`config.mk`:
```
export PLATFORM = sky130hd
export DESIGN_NAME = averaged_frequency_window_detector
export DESIGN_NICKNAME = d
export VERILOG_FILES = /design/src/sv/afwd_pkg.sv /design/src/sv/afwd_div.sv /design/src/sv/averaged_frequency_window_detector.sv
export VERILOG_INCLUDE_DIRS = /design/src /design/src/sv
export SDC_FILE = /design/constraint.sdc
export NUM_CORES = 1
export LEC_CHECK = 0
export BUFFER_PORTS_ARGS = -buffer_cell sky130_fd_sc_hd__buf_4
export CAP_MARGIN = 20
export CELL_PAD_IN_SITES_DETAIL_PLACEMENT = 1
export CELL_PAD_IN_SITES_GLOBAL_PLACEMENT = 2
export CORE_AREA = 2 2 190 285
export CTS_BUF_LIST = sky130_fd_sc_hd__clkbuf_2
export CTS_CLUSTER_DIAMETER = 50
export DETAILED_ROUTE_END_ITERATION = 12
export DIE_AREA = 0 0 192 287
export GPL_TIMING_DRIVEN = 1
export PLACE_DENSITY = 0.86
export SLEW_MARGIN = 10
export SYNTH_ARGS = -nofsm -noshare
export SYNTH_HDL_FRONTEND = slang
export SYNTH_SLANG_ARGS = --single-unit
```
`constraint.sdc`:
```
create_clock -name clk_i -period 8.4 [get_ports clk_i]
set_input_delay 0 -clock clk_i [delete_from_list [all_inputs] [get_ports clk_i]]
set_output_delay 0 -clock clk_i [all_outputs]
set_load 0.005 [all_outputs]
```
`src/sv/averaged_frequency_window_detector_defines.svh`:
```
// ----------------------------------------------------------------------------
// averaged frequency window detector assertion macros
// shared property wrappers on clk_i with rst_ni as the disable condition
// ----------------------------------------------------------------------------
`ifndef AVERAGED_FREQUENCY_WINDOW_DETECTOR_DEFINES_SVH
`define AVERAGED_FREQUENCY_WINDOW_DETECTOR_DEFINES_SVH

// same-cycle implication
`define AFWD_ASSERT_IMP(lbl, ante, cons, msg) \
  lbl: assert property (@(posedge clk_i) disable iff (!rst_ni) (ante) |-> (cons)) \
    else $error(msg);

// next-cycle implication
`define AFWD_ASSERT_NXT(lbl, ante, cons, msg) \
  lbl: assert property (@(posedge clk_i) disable iff (!rst_ni) (ante) |=> (cons)) \
    else $error(msg);

`endif

```
`src/sv/afwd_pkg.sv`:
```
// ----------------------------------------------------------------------------
// afwd_pkg
// widths, register codes and reset constants of the frequency window detector
// ----------------------------------------------------------------------------
package afwd_pkg;

  localparam int unsigned TIME_W     = 32;
  localparam int unsigned ACC_W      = 40;
  localparam int unsigned FREQ_W     = 20;
  localparam int unsigned SAMPLES_W  = 8;
  localparam int unsigned CFG_IDX_W  = 2;
  localparam int unsigned CFG_DATA_W = 20;
  localparam int unsigned IN_DATA_W  = 32;
  localparam int unsigned OUT_DATA_W = 24;

  localparam logic [FREQ_W-1:0]    FREQ_CEILING = 20'd1000000;
  localparam logic [SAMPLES_W-1:0] RST_SAMPLES  = 8'd25;
  localparam logic [FREQ_W-1:0]    RST_LOW_HZ   = 20'd2970;
  localparam logic [FREQ_W-1:0]    RST_HIGH_HZ  = 20'd3050;

  typedef enum logic [CFG_IDX_W-1:0] {
    CFG_SAMPLES = 2'd0,
    CFG_LOW     = 2'd1,
    CFG_HIGH    = 2'd2
  } cfg_reg_e;

  // divider status toward the sequencer
  typedef struct packed {
    logic busy;
    logic done;
    logic rem_nz;
  } div_stat_t;

endpackage

```
`src/sv/afwd_div.sv`:
```
// ----------------------------------------------------------------------------
// afwd_div
// restoring divider, one quotient bit per cycle through one 41-bit subtractor
// ----------------------------------------------------------------------------
`include "averaged_frequency_window_detector_defines.svh"

module afwd_div #(
  parameter int unsigned NUM_W = 28
) (
  input  logic                        clk_i,
  input  logic                        rst_ni,
  input  logic                        start_i,
  input  logic [NUM_W-1:0]            dividend_i,
  input  logic [afwd_pkg::ACC_W-1:0]  divisor_i,
  output logic [NUM_W-1:0]            quotient_o,
  output afwd_pkg::div_stat_t         stat_o
);
  import afwd_pkg::*;

  localparam int unsigned CNT_W = $clog2(NUM_W + 1);

  logic [ACC_W-1:0] rem_q, rem_d;
  logic [ACC_W-1:0] dvs_q, dvs_d;
  logic [NUM_W-1:0] quo_q, quo_d;
  logic [CNT_W-1:0] cnt_q, cnt_d;
  logic             busy_q, busy_d;
  logic             done_q, done_d;
  logic [ACC_W:0]   trial;
  logic [ACC_W:0]   diff;
  logic             ge;

  assign trial = {rem_q, quo_q[NUM_W-1]};
  assign diff  = trial - {1'b0, dvs_q};
  assign ge    = (trial >= {1'b0, dvs_q});

  always_comb begin
    rem_d  = rem_q;
    dvs_d  = dvs_q;
    quo_d  = quo_q;
    cnt_d  = cnt_q;
    busy_d = busy_q;
    done_d = 1'b0;
    if (start_i && !busy_q) begin
      rem_d  = '0;
      dvs_d  = divisor_i;
      quo_d  = dividend_i;
      cnt_d  = CNT_W'(NUM_W);
      busy_d = 1'b1;
    end else if (busy_q) begin
      // remainder stays below the divisor, so the difference fits back
      rem_d = ge ? diff[ACC_W-1:0] : trial[ACC_W-1:0];
      quo_d = {quo_q[NUM_W-2:0], ge};
      cnt_d = cnt_q - 1'b1;
      if (cnt_q == CNT_W'(1)) begin
        busy_d = 1'b0;
        done_d = 1'b1;
      end
    end
  end

  always_ff @(posedge clk_i or negedge rst_ni) begin
    if (!rst_ni) begin
      cnt_q  <= '0;
      busy_q <= 1'b0;
      done_q <= 1'b0;
    end else begin
      cnt_q  <= cnt_d;
      busy_q <= busy_d;
      done_q <= done_d;
    end
  end

  always_ff @(posedge clk_i) begin
    rem_q <= rem_d;
    dvs_q <= dvs_d;
    quo_q <= quo_d;
  end

  assign quotient_o    = quo_q;
  assign stat_o.busy   = busy_q;
  assign stat_o.done   = done_q;
  assign stat_o.rem_nz = |rem_q;

  `AFWD_ASSERT_NXT(a_start_loads, start_i && !busy_q, busy_q, "divider did not start")
  `AFWD_ASSERT_IMP(a_start_idle, start_i, !busy_q, "divider started while busy")
  `AFWD_ASSERT_IMP(a_rem_below, busy_q, rem_q < dvs_q, "partial remainder not below divisor")

endmodule

```
`src/sv/averaged_frequency_window_detector.sv`:
```
// ----------------------------------------------------------------------------
// averaged frequency window detector
// Each input word is a falling-edge timestamp in ticks; the block sums edge
// periods (modulo 2^32 each) over samples_per_average edges, latches the sum
// and returns one result word per edge: floor(TICKS_PER_SECOND * N / sum)
// capped at 1000000 (1000000 while the latched sum is zero), a flag when the
// exact frequency lies above high_threshold_hz or below low_threshold_hz,
// and a flag marking the edge that completed a window. An accepted edge
// passes ST_MUL, ST_DIV and ST_OUT to its result, skipping ST_DIV while
// the latched sum is zero; NUM_W = clog2(TICKS_PER_SECOND*255+1)
// is the quotient width the shared one-bit-per-cycle divider walks through.
// The input is not ready while an edge is in work; a finished result waits
// in the output register, so the next edge can be taken meanwhile.
// ----------------------------------------------------------------------------
`include "averaged_frequency_window_detector_defines.svh"

module averaged_frequency_window_detector #(
  parameter int unsigned TICKS_PER_SECOND = 1000000
) (
  input  logic                              clk_i,
  input  logic                              rst_ni,
  // config write channel
  input  logic                              cfg_valid_i,
  output logic                              cfg_ready_o,
  input  logic [afwd_pkg::CFG_IDX_W-1:0]    cfg_index_i,
  input  logic [afwd_pkg::CFG_DATA_W-1:0]   cfg_data_i,
  // input stream
  input  logic                              s_axis_tvalid,
  output logic                              s_axis_tready,
  input  logic [afwd_pkg::IN_DATA_W-1:0]    s_axis_tdata,  // [31:0] edge_time_us
  // result stream
  output logic                              m_axis_tvalid,
  input  logic                              m_axis_tready,
  // [19:0] frequency_hz, [20] out_of_window, [21] new_average, [23:22] zero
  output logic [afwd_pkg::OUT_DATA_W-1:0]   m_axis_tdata
);
  import afwd_pkg::*;

  localparam longint unsigned NumMax = 64'(TICKS_PER_SECOND) * 64'd255;
  localparam int unsigned     NUM_W  = $clog2(NumMax + 64'd1);
  localparam int unsigned     CMP_W  = (NUM_W > FREQ_W) ? NUM_W : FREQ_W;
  localparam logic [NUM_W-1:0] TpsVal = NUM_W'(TICKS_PER_SECOND);

  typedef enum logic [3:0] {
    ST_IDLE = 4'b0001,
    ST_MUL  = 4'b0010,
    ST_DIV  = 4'b0100,
    ST_OUT  = 4'b1000
  } afwd_state_e;

  afwd_state_e          st_q, st_d;

  logic [SAMPLES_W-1:0] samples_q;
  logic [FREQ_W-1:0]    low_q;
  logic [FREQ_W-1:0]    high_q;

  logic [TIME_W-1:0]    prev_q, prev_d;
  logic [SAMPLES_W-1:0] count_q, count_d;
  logic [ACC_W-1:0]     acc_q, acc_d;
  logic [ACC_W-1:0]     lat_q, lat_d;
  logic [SAMPLES_W-1:0] n_q, n_d;
  logic                 fresh_q, fresh_d;
  logic                 lat_zero_q, lat_zero_d;

  logic                 out_valid_q, out_valid_d;
  logic [FREQ_W-1:0]    out_freq_q, out_freq_d;
  logic                 out_flag_q, out_flag_d;
  logic                 out_new_q, out_new_d;

  logic                 in_fire;
  logic [TIME_W-1:0]    period;
  logic [ACC_W-1:0]     acc_sum;
  logic [SAMPLES_W-1:0] cnt_inc;
  logic [SAMPLES_W-1:0] n_eff;
  logic                 div_start;
  logic [NUM_W-1:0]     dividend;
  logic [NUM_W-1:0]     quotient;
  div_stat_t            div_stat;
  logic [CMP_W-1:0]     q_ext;
  logic [FREQ_W-1:0]    freq_calc;
  logic                 flag_calc;

  // configuration registers
  assign cfg_ready_o = 1'b1;

  always_ff @(posedge clk_i or negedge rst_ni) begin
    if (!rst_ni) begin
      samples_q <= RST_SAMPLES;
      low_q     <= RST_LOW_HZ;
      high_q    <= RST_HIGH_HZ;
    end else if (cfg_valid_i) begin
      case (cfg_reg_e'(cfg_index_i))
        CFG_SAMPLES: samples_q <= cfg_data_i[SAMPLES_W-1:0];
        CFG_LOW:     low_q     <= cfg_data_i;
        CFG_HIGH:    high_q    <= cfg_data_i;
        default:     ;
      endcase
    end
  end

  // period accumulation at acceptance
  assign in_fire = s_axis_tvalid && s_axis_tready;
  assign period  = s_axis_tdata[TIME_W-1:0] - prev_q;
  assign acc_sum = acc_q + ACC_W'(period);
  assign cnt_inc = count_q + 1'b1;
  assign n_eff   = (samples_q == '0) ? SAMPLES_W'(1) : samples_q;

  assign dividend  = TpsVal * NUM_W'(n_q);
  assign div_start = (st_q == ST_MUL) && !lat_zero_q;

  afwd_div #(
    .NUM_W (NUM_W)
  ) u_div (
    .clk_i      (clk_i),
    .rst_ni     (rst_ni),
    .start_i    (div_start),
    .dividend_i (dividend),
    .divisor_i  (lat_q),
    .quotient_o (quotient),
    .stat_o     (div_stat)
  );

  // num > high*sum iff q > high, or q == high with a remainder left
  assign q_ext = CMP_W'(quotient);
  always_comb begin
    if (lat_zero_q) begin
      freq_calc = FREQ_CEILING;
      flag_calc = 1'b1;
    end else begin
      freq_calc = (q_ext > CMP_W'(FREQ_CEILING)) ? FREQ_CEILING : q_ext[FREQ_W-1:0];
      flag_calc = (q_ext > CMP_W'(high_q)) ||
                  ((q_ext == CMP_W'(high_q)) && div_stat.rem_nz) ||
                  (q_ext < CMP_W'(low_q));
    end
  end

  always_comb begin
    st_d        = st_q;
    prev_d      = prev_q;
    count_d     = count_q;
    acc_d       = acc_q;
    lat_d       = lat_q;
    n_d         = n_q;
    fresh_d     = fresh_q;
    lat_zero_d  = lat_zero_q;
    out_valid_d = out_valid_q && !m_axis_tready;
    out_freq_d  = out_freq_q;
    out_flag_d  = out_flag_q;
    out_new_d   = out_new_q;
    case (st_q)
      ST_IDLE: begin
        if (in_fire) begin
          prev_d  = s_axis_tdata[TIME_W-1:0];
          n_d     = n_eff;
          if (cnt_inc >= n_eff) begin
            lat_d      = acc_sum;
            lat_zero_d = (acc_sum == '0);
            acc_d      = '0;
            count_d    = '0;
            fresh_d    = 1'b1;
          end else begin
            acc_d      = acc_sum;
            count_d    = cnt_inc;
            fresh_d    = 1'b0;
          end
          st_d = ST_MUL;
        end
      end
      ST_MUL: begin
        st_d = lat_zero_q ? ST_OUT : ST_DIV;
      end
      ST_DIV: begin
        if (div_stat.done) begin
          st_d = ST_OUT;
        end
      end
      ST_OUT: begin
        if (!out_valid_q || m_axis_tready) begin
          out_valid_d = 1'b1;
          out_freq_d  = freq_calc;
          out_flag_d  = flag_calc;
          out_new_d   = fresh_q;
          st_d        = ST_IDLE;
        end
      end
      default: begin
        st_d = ST_IDLE;
      end
    endcase
  end

  always_ff @(posedge clk_i or negedge rst_ni) begin
    if (!rst_ni) begin
      st_q        <= ST_IDLE;
      prev_q      <= '0;
      count_q     <= '0;
      acc_q       <= '0;
      lat_q       <= '0;
      lat_zero_q  <= 1'b1;
      out_valid_q <= 1'b0;
    end else begin
      st_q        <= st_d;
      prev_q      <= prev_d;
      count_q     <= count_d;
      acc_q       <= acc_d;
      lat_q       <= lat_d;
      lat_zero_q  <= lat_zero_d;
      out_valid_q <= out_valid_d;
    end
  end

  always_ff @(posedge clk_i) begin
    n_q        <= n_d;
    fresh_q    <= fresh_d;
    out_freq_q <= out_freq_d;
    out_flag_q <= out_flag_d;
    out_new_q  <= out_new_d;
  end

  assign s_axis_tready = (st_q == ST_IDLE);
  assign m_axis_tvalid = out_valid_q;
  assign m_axis_tdata  = {2'b00, out_new_q, out_flag_q, out_freq_q};

  `AFWD_ASSERT_NXT(a_busy_after_accept, in_fire, !s_axis_tready, "input ready during work")
  `AFWD_ASSERT_NXT(a_prev_tracks, in_fire, prev_q == $past(s_axis_tdata), "previous edge not kept")
  `AFWD_ASSERT_IMP(a_freq_capped, out_valid_q, out_freq_q <= FREQ_CEILING, "frequency above ceiling")
  `AFWD_ASSERT_IMP(a_zero_sum_no_div, lat_zero_q, !div_start, "divide by zero sum")

endmodule
```
======== Word level (Yosys, flattened, before mapping) ========
Index checks and enable logic that the tools add are counted.
word-level totals
  register bits after elaboration ......... 320
  output and inout port bits .............. 27
  input port bits ......................... 59
cells by class
  eq/ne operators ......................... 11
  multiplexer cells ....................... 22
  add/subtract/negate cells ............... 5
  magnitude comparators ................... 5
  multipliers ............................. 1
  reduce and logical (&&, ||, !) cells .... 25
operators by type and width
  kind                     count
  $mux W40                 2
  $mux W28                 2
  $ge A41 B40 Y1           1
  $add A40 B32 Y40         1
  $logic_not A40 Y1        1
  $reduce_or A40 Y1        1
  $sub A40 B40 Y40         1
  $sub A32 B32 Y32         1
  $eq A28 B20 Y1           1
  $gt A28 B20 Y1           1
  $gt A28 B20 Y1 const B   1
  $lt A28 B20 Y1           1
  $mul A14 B8 Y22 const A  1
  $mux W4                  4
  $mux W8                  2
  $pmux W4 S4              1
  $mux W5                  2
  $reduce_and A2 Y1        5
  $mux W1                  9
  $add A8 B1 Y8 const B    1
  $ge A8 B8 Y1             1
  $logic_not A8 Y1         1
  $reduce_and A3 Y1        2
  $eq A5 B1 Y1 const B     1
  15 further kinds         25

======== Depth between registers and ports, before layout ========
Gate-level depths: netlist (run 1).
  word-level depth ........................ 4
  mapped depth ............................ 26
  mapped depth without buffers ............ 25

======== Modules after synthesis ========
A second synthesis (run 1) with hierarchy kept.
unflattened totals
  cell total of the unflattened synthesis .. 2166
  area, all modules ....................... 20867.5 sq um
by module, submodules not included
  module                              area an instance (sq um)  cells an instance  instances
  averaged_frequency_window_detector  14305.0                   1510               1
  afwd_div                            6562.5                    656                1

======== Worst setup path after synthesis (run 1) ========
No wires, ideal clock.
  path kind ............................... register to register
  start ................................... register prev_q[1]
  end ..................................... register lat_zero_q
  stages on the path, launching flop included .. 24
  path buffers ............................ 1
  setup time .............................. 0.063 ns
  arrival ................................. 5.021 ns
  slack ................................... 3.316 ns
  path through ............................ dfrtp_1 -> inv_1 -> ha_1 -> nor2b_1 -> o31a_1 -> o31ai_1 -> o21ai_1 -> o21ai_0 -> o22ai_1 -> o311ai_1 -> o21ai_1 -> a21o_1 -> a21oi_1 -> xnor2_1 -> ha_1 -> clkbuf_1 -> and4_1 -> nand4_1 -> o211ai_1 -> o22ai_1 -> nor3_1 -> mux2_2 -> o21ai_0 -> a32o_1
on the way
  cells in the longest elaborated chain, start to end .. 3
RTL lines
  what                    RTL line                                   source
  from (decl)             averaged_frequency_window_detector.sv:57   logic [TIME_W-1:0] prev_q, prev_d;
  from (signal assigned)  averaged_frequency_window_detector.sv:203  prev_q <= prev_d;
  $sub A32 B32 Y32        averaged_frequency_window_detector.sv:103  assign period = s_axis_tdata[TIME_W-1:0] - prev_q;
  $add A40 B32 Y40        averaged_frequency_window_detector.sv:104  assign acc_sum = acc_q + ACC_W'(period);
  $logic_not A40 Y1       averaged_frequency_window_detector.sv:157  lat_zero_d = (acc_sum == '0);
  to (signal assigned)    averaged_frequency_window_detector.sv:207  lat_zero_q <= lat_zero_d;
  to (decl)               averaged_frequency_window_detector.sv:63   logic lat_zero_q, lat_zero_d;
No other way between the ends.
A chain may end at the register's enable or synchronous reset.

======== Worst setup path in the final report (run 1) ========
Ends and elaborated chain as after synthesis.

==> results of run 1 <==
-- layer usage --
layer  part of all wire  vias to the layer above  GRT usage  wire length, microns
met5                  0                        -          0                     0
met4              0.040                        0      0.105                  2380
met3              0.024                      143     0.0275                  1420
met2               0.55                      242      0.423                 32500
met1               0.39                     8496      0.229                 23000
li1                   -                     8335          -                     -
-- registers in the layout (all words and copies together) (netlist names) --
signal	cells
st_q	4
u_div.cnt_q	5
prev_q	32
high_q	20
u_div.dvs_q	40
u_div.rem_q	40
u_div.busy_q	1
out_new_q	1
acc_q	40
low_q	20
n_q	8
out_flag_q	1
out_freq_q	20
lat_q	40
fresh_q	1
lat_zero_q	1
u_div.quotient_o	28
samples_q	8
count_q	8
m_axis_tvalid	1
u_div.done_q	1
-- how the worst max path moves through the flow --
stage                   start          to
floorplan           prev_q[1]  lat_zero_q
global placement    prev_q[1]  lat_zero_q
detailed placement  prev_q[1]  lat_zero_q
CTS                 prev_q[1]  lat_zero_q
global route        prev_q[1]  lat_zero_q
finish              prev_q[1]  lat_zero_q
-- final cells by class --
cell class	instances	area [sq um]	share of cell area
multi-input cells	1600	11500	0.475
flip-flops and latches	320	8270	0.340
repair buffers	231	2130	0.0876
well taps	682	853	0.0351
inverters	192	721	0.0296
clock buffers	127	636	0.0261
clock inverters	29	168	0.00689
diodes	1	2.50	0.000103
-- through the flow --
step | utilization | hold slack (ns) | total power [mW] | cells
6_report | 0.463 | 0.199 | 11.0 | 3182
5_1_grt | 0.463 | 0.183 | 12.1 | 3182
4_1_cts | 0.462 | 0.0632 | 11.1 | 3180
3_5_place_dp | 0.422 | 0.172 | 9.80 | 2894
3_3_place_gp | 0.421 | 0.175 | 9.52 | 2891
2_1_floorplan | - | -0.296 | 7.81 | 2202
-- worst max-delay path, delay by kind of cell (launching register included) --
| family | cells | cell delay, ns |
|---|---|---|
| AOI/OAI and AO/OA | 13 | 3.56 |
| xor gates and xnor gates | 1 | 0.10 |
| and+or+nand+nor | 4 | 1.06 |
| buffers and inverters | 1 | 0.06 |
| DFF | 1 | 0.37 |
| adders and majority gates | 2 | 0.65 |
| muxes | 1 | 0.40 |
-- cell usage after synthesis, types with 7 or more instances --
cell and instances:
dfstp_2 20, mux2_2 60, clkbuf_1 77, nand3b_1 8, a21oi_1 121, o22ai_1 7, and2_1 19, nor4_1 18
a32oi_1 10, nand2_1 240, and3_1 20, edfxtp_1 93, a21o_1 71, or2_2 7, and4_1 7, a31oi_1 14
fa_1 20, o21ai_0 202, ha_1 213, a22o_1 34, o21a_1 16, nand3_1 45, nand2b_1 29, o31a_1 8
o21bai_1 13, xnor2_1 76, inv_1 191, nor2_1 87, or3_1 9, dfxtp_1 46, dfrtp_1 161, xor2_1 45
nor3_1 19, a211oi_1 14, nand4_1 29, o31ai_1 24, o211ai_1 10, nor2b_1 25
-- logic make-up after synthesis --
group,count (synthesis),synth area share
AO/OA/AOI/OAI,603,0.187
XOR/XNOR,121,0.0508
adder cells (fa/ha/maj),233,0.147
buffers and inverters,282,0.0520
flip-flops,320,0.397
multiplexers,63,0.0338
other,2,0.000360
AND/OR/NAND/NOR,577,0.133
-- what timing repair did --
| action | in CTS | in global routing |
|---|---|---|
| hold buffers | 130 | 0 |
| buffers inserted | 0 | 0 |
| endpoints found under the setup margin | 0 | 0 |
| endpoints found under the hold margin | 331 | 0 |
-- report_power, final --
part / internal [mW] / total, mW / leakage (nW) / switching [mW]
logic: 2.92 / 7.20 / 7.18 / 4.28
clock network: 0.443 / 1.17 / 0.612 / 0.725
registers: 2.17 / 2.65 / 3.52 / 0.477
total: 5.54 / 11.0 / 11.3 / 5.49
==> run_results.csv, run 1 <==
group,metric,value,unit
status,status,"complete, no violations",
drt,wl,59.2,mm
worst_setup_path,critPathRequiredTime,9.37,ns
floorplan,core_area,0.0526,sq mm
clocking,h-tree-depth,3,
drt,detail_route.vias_per_cell,5.41,
logic_synthesis,yosys_most_used_dff,"dfrtp_1",
worst_setup_path,critPathSlowestCell,"nor3_1",
logic_synthesis,synth-edff-count,93,
global_routing,grt_max_degree,104,
logic_synthesis,yosysTopAreaCell,"dfrtp_1",
global_routing,grt_pass1_vias,18900,
hold_path,hold_path.class,"in2reg",
floorplan,die_h,287,microns
global_routing,grt_pass1_wl,96.5,mm
clocking,clkLatencyLatePin,1.11,ns
worst_setup_path,r2r_start,"prev_q[1]",
place,post-dp-hpwl,41.9,mm
drt,ant_nets,0,
worst_setup_path,r2r_cells,22,
cells_and_area,final_cell_mix,"nand2_1 (239), ha_1 (213), o21ai_0 (202)",
drt,firstDrtPassIters,4,
sta,setup_viol,0,
clocking,path_clk_slew,0.14,ns
clocking,post_cts_resize_count,0,
floorplan,io-pin-count,86,
place,placed_cell_area,0.0222,sq mm
cells_and_area,fin_area,0.0243,sq mm
logic_synthesis,ys_warn_count,0,
cells_and_area,drive_gt1_frac,0.142,
pwr,p_leak,11.3,nW
logic_synthesis,async_flop_share,0.566,
clocking,clock_sinks,320,
sta,period_needed,6.28,ns
sta,fmax,159,MHz
worst_setup_path,r2r_slack,2.12,ns
clocking,cts_max_path_buffers,3,
sta,rsz0062_at_grt,"no",
worst_setup_path,worstSetupPathType,"reg2reg",
drt,avgRoutedWirePerCell,18.6,microns
drt,route.detailed.drc,0,
clocking,cts_tree,"done",
sta,setup_ws,2.12,ns
logic_synthesis,syn_area,0.0208,sq mm
logic_synthesis,ys_seq_area_frac,0.397,
sta,slew-limit-headroom,0.321,
floorplan,initial_core_util,0.397,
worst_setup_path,cp.arrival,7.25,ns
pwr,p_per_area,453,mW/mm^2
sta,hold_viol,0,
drt,via_count,17200,
logic_synthesis,synth_area_per_cell,9.47,sq um
logic_synthesis,yosys.area.top_type_share,0.193,
flow_run,cap_viol_max_count,0,
logic_synthesis,synth_area_leaders,"dfrtp_1 (19%), edfxtp_1 (13%), ha_1 (13%)",
worst_setup_path,reg2reg_to,"lat_zero_q",
floorplan,die_w,192,microns
floorplan,dieArea,0.0551,sq mm
sta,min_period_over_period,0.748,
clocking,cts_buffers,83,
cells_and_area,nFillCells,6167,
hold_path,holdPathEnd,"prev_q[21]",
cells_and_area,area_growth,16.7,%
worst_setup_path,crit_path_end_kind,"register",
global_routing,grt_use_total,0.219,
worst_setup_path,path_max_fanout,6,
sta,tightestPinTransition,1.02,ns
drt,drtIter0Drc,594,
worst_setup_path,path_cells,"inv_1 -> ha_1 -> nor2b_1 -> o31a_1 -> o31ai_1 -> o21ai_1 -> o21ai_0 -> o22ai_1 -> o311ai_1 -> o21ai_1 -> a221o_1 -> a21oi_1 -> xnor2_1 -> ha_1 -> and4_1 -> nand4_1 -> o211ai_1 -> o22ai_1 -> nor3_1 -> mux2_2 -> o21ai_0 -> a32o_1",
logic_synthesis,synth_seq_cells,320,
worst_setup_path,max_stage_delay,0.55,ns
place,pre_cts_ws,2.17,ns
global_routing,grt_remaining_overflow,0,
logic_synthesis,syn-instance-count,2201,
floorplan,fp-row-count,103,
worst_setup_path,start_kind,"register",
sta,finalSetupTns,0,ns
sta,drv_slew,0,
logic_synthesis,synth_cell_types,79,
sta,finClkSkew,0.108,ns
hold_path,min-delay-start,"s_axis_tdata[21]",
global_routing,grt_antenna_before_repair,1,
clocking,clockRootBuffer,"clkbuf_2",
hold_path,hold_depth,5,
place,gp_congestion,0.875,
place,port_buffers,82,
cells_and_area,nNetsFinal,2720,
pwr,ir_worst_vdd,0.194,mV
cells_and_area,final_common_cell,"nand2_1",
Power figures use the tool's default switching activity.
==> run 2: changes to the inputs <==
ABC_AREA = 1   (was unset)
CORE_AREA = 2 2 215 322   (was 2 2 190 285)
DIE_AREA = 0 0 217 324   (was 0 0 192 287)
PLACE_DENSITY = 0.85   (was 0.86)
clock period = 5.5 ns   (was 8.4 ns; I/O delays follow)
==> run 2 against run 1 <==
- cell count grew 37%
- via count grew 25%
- synthesized cell count grew 40%
- critical path type unchanged
- synthesized area grew 9.0%
==> run_results.csv, run 2 <==
group,metric,value,unit
status,status,"complete, no violations",
worst_setup_path,crit_path_end_kind,"register",
cells_and_area,drive_gt1_frac,0.0863,
global_routing,grt_antenna_before_repair,2,
logic_synthesis,synth_common_cells,"nand2_1 (842), inv_1 (519), o21ai_0 (250), nor2_1 (225), ha_1 (213)",
clocking,ctsHoldBuffers,179,
place,pre_cts_ws,0.797,ns
global_routing,grt_remaining_overflow,0,
drt,firstDrtPassIters,4,
drt,drtIter0Drc,727,
floorplan,fp-row-count,117,
worst_setup_path,r2r_start,"prev_q[0]",
sta,period_needed,4.72,ns
logic_synthesis,syn_area,0.0227,sq mm
logic_synthesis,yosysMostFrequentCell,"nand2_1",
hold_path,hold_path.class,"in2reg",
logic_synthesis,synth_compound_area_frac,0.133,
logic_synthesis,synthSimpleGateAreaFrac,0.240,
worst_setup_path,reg2reg_to,"lat_zero_q",
floorplan,dieArea,0.0703,sq mm
place,port_buffers,82,
flow_run,cap_viol_max_count,0,
logic_synthesis,synth-edff-count,93,
sta,min_period_over_period,0.858,
logic_synthesis,synth_area_leaders,"dfrtp_1 (18%), nand2_1 (14%), edfxtp_1 (12%)",
drt,ant_nets,0,
floorplan,die_w,217,microns
clocking,post_cts_resize_count,0,
worst_setup_path,critPathSlowestCell,"fa_1",
logic_synthesis,ys_seq_area_frac,0.364,
clocking,post-cts-setup-buffers,0,
logic_synthesis,yosysTopAreaCell,"dfrtp_1",
global_routing,grt_pass1_wl,127,mm
clocking,cts_max_path_buffers,3,
cells_and_area,area_growth,19.0,%
logic_synthesis,synth.area.mux_share,0,
worst_setup_path,endpoint,"lat_zero_q",
worst_setup_path,max_stage_delay,0.42,ns
sta,drv_slew,0,
sta,fmax,212,MHz
sta,worst_hold_slack,0.138,ns
clocking,clock_sinks,320,
logic_synthesis,synth_seq_cells,320,
floorplan,io-pin-count,86,
clocking,cts_tree,"done",
cells_and_area,final_common_cell,"nand2_1",
logic_synthesis,yosys.area.top_type_share,0.177,
drt,avgRoutedWirePerCell,18.3,microns
worst_setup_path,r2r_cells,25,
drt,route.detailed.drc,0,
place,gp_congestion,0.883,
logic_synthesis,synth_top_family_by_area,"simple AND/OR/NAND/NOR gates",
global_routing,grt_pass1_vias,23800,
cells_and_area,nNetsFinal,3682,
sta,finalSetupTns,0,ns
cells_and_area,nFillCells,8540,
logic_synthesis,yosys_most_used_dff,"dfrtp_1",
sta,finClkSkew,0.165,ns
sta,setup_ws,0.782,ns
logic_synthesis,synth_cell_types,60,
sta,rsz0062_at_grt,"no",
sta,hold_viol,0,
cells_and_area,regArea,0.00827,sq mm
worst_setup_path,path_max_fanout,5,
clocking,path_clk_slew,0.17,ns
clocking,clkLatencyLatePin,1.24,ns
cells_and_area,final_cell_mix,"nand2_1 (840), inv_1 (518), o21ai_0 (250)",
floorplan,core_area,0.0676,sq mm
clocking,clockRootBuffer,"clkbuf_2",
drt,wl,79.6,mm
sta,tightestPinTransition,0.933,ns
floorplan,initial_core_util,0.336,
logic_synthesis,synthAdderAreaFrac,0.135,
drt,via_count,21500,
sta,slew-limit-headroom,0.377,
cells_and_area,multiInputGateArea,0.0122,sq mm
clocking,h-tree-depth,3,
logic_synthesis,synth_area_per_cell,7.35,sq um
clocking,cts_buffers,86,
logic_synthesis,async_flop_share,0.566,
sta,setup_viol,0,
global_routing,grt_max_degree,100,
worst_setup_path,r2r_slack,0.78,ns
worst_setup_path,start_kind,"register",
place,post-dp-hpwl,59.5,mm
worst_setup_path,critPathLaunch,"prev_q[0]",
drt,detail_route.vias_per_cell,4.94,
floorplan,die_h,324,microns
worst_setup_path,critPathRequiredTime,6.56,ns
logic_synthesis,syn-instance-count,3092,
worst_setup_path,worstSetupPathType,"reg2reg",
worst_setup_path,crit_top_cell,"nand2_1",
global_routing,grt_use_total,0.230,
worst_setup_path,cp.arrival,5.78,ns
logic_synthesis,ys_warn_count,0,
logic_synthesis,synth-xor-area-share,0.0274,
[run 2: metrics by stage]
stage | instance area (sq um) | cells | util
2_1_floorplan | 22700 | 3093 | -
3_3_place_gp | 24300 | 4013 | 0.359
3_5_place_dp | 24300 | 4014 | 0.359
4_1_cts | 27000 | 4355 | 0.400
5_1_grt | 27100 | 4358 | 0.400
6_report | 27100 | 4358 | 0.400
[run 2: logic make-up after synthesis]
family,after synthesis
AND/OR/NAND/NOR,1320
AO/OA/AOI/OAI,552
other,2
buffers and inverters,594
flip-flops,320
XOR/XNOR,71
adder cells (fa/ha/maj),233
[run 2: cell type report]
class                   count  share of cell area
clock inverters            40              0.0109
flip-flops and latches    320               0.306
multi-input cells        2179               0.451
diodes                      2            0.000185
well taps                 892              0.0413
repair buffers            277              0.0957
inverters                 526              0.0730
clock buffers             122              0.0226
[run 2: per-layer routing]
metal  vias up  part of all wire  GRT usage
li1      10700                 -          -
met1     10300              0.36      0.223
met2       343              0.56      0.463
met3       208             0.025     0.0299
met4         0             0.056      0.129
met5         -                 0          0
[run 2: worst max-delay path: cells and delay by family (launching register included)]
kind	cells	cell delay [ns]
flops	1	0.40
compound gates	4	0.84
buf+inv	1	0.10
fa+ha+maj	3	1.00
simple gates	17	2.30
[run 2: how the worst min path moves through the flow]
| stage | from | endpoint | slack [ns] | depth (start not counted) |
|---|---|---|---|---|
| final | m_axis_tready | m_axis_tvalid | 0.14 | 4 |
| after CTS | m_axis_tready | m_axis_tvalid | 0.03 | 4 |
| after detailed placement | rst_ni | high_q[12] | 0.10 | 1 |
| after global routing | m_axis_tready | m_axis_tvalid | 0.1 | 4 |
| after floorplan | rst_ni | acc_q[0] | -0.30 | 0 |
| after global placement | rst_ni | low_q[12] | 0.11 | 1 |
Power of run 2 is not shown: default switching activity piles up to over one toggle a cycle in this logic, so the estimate is an artifact.
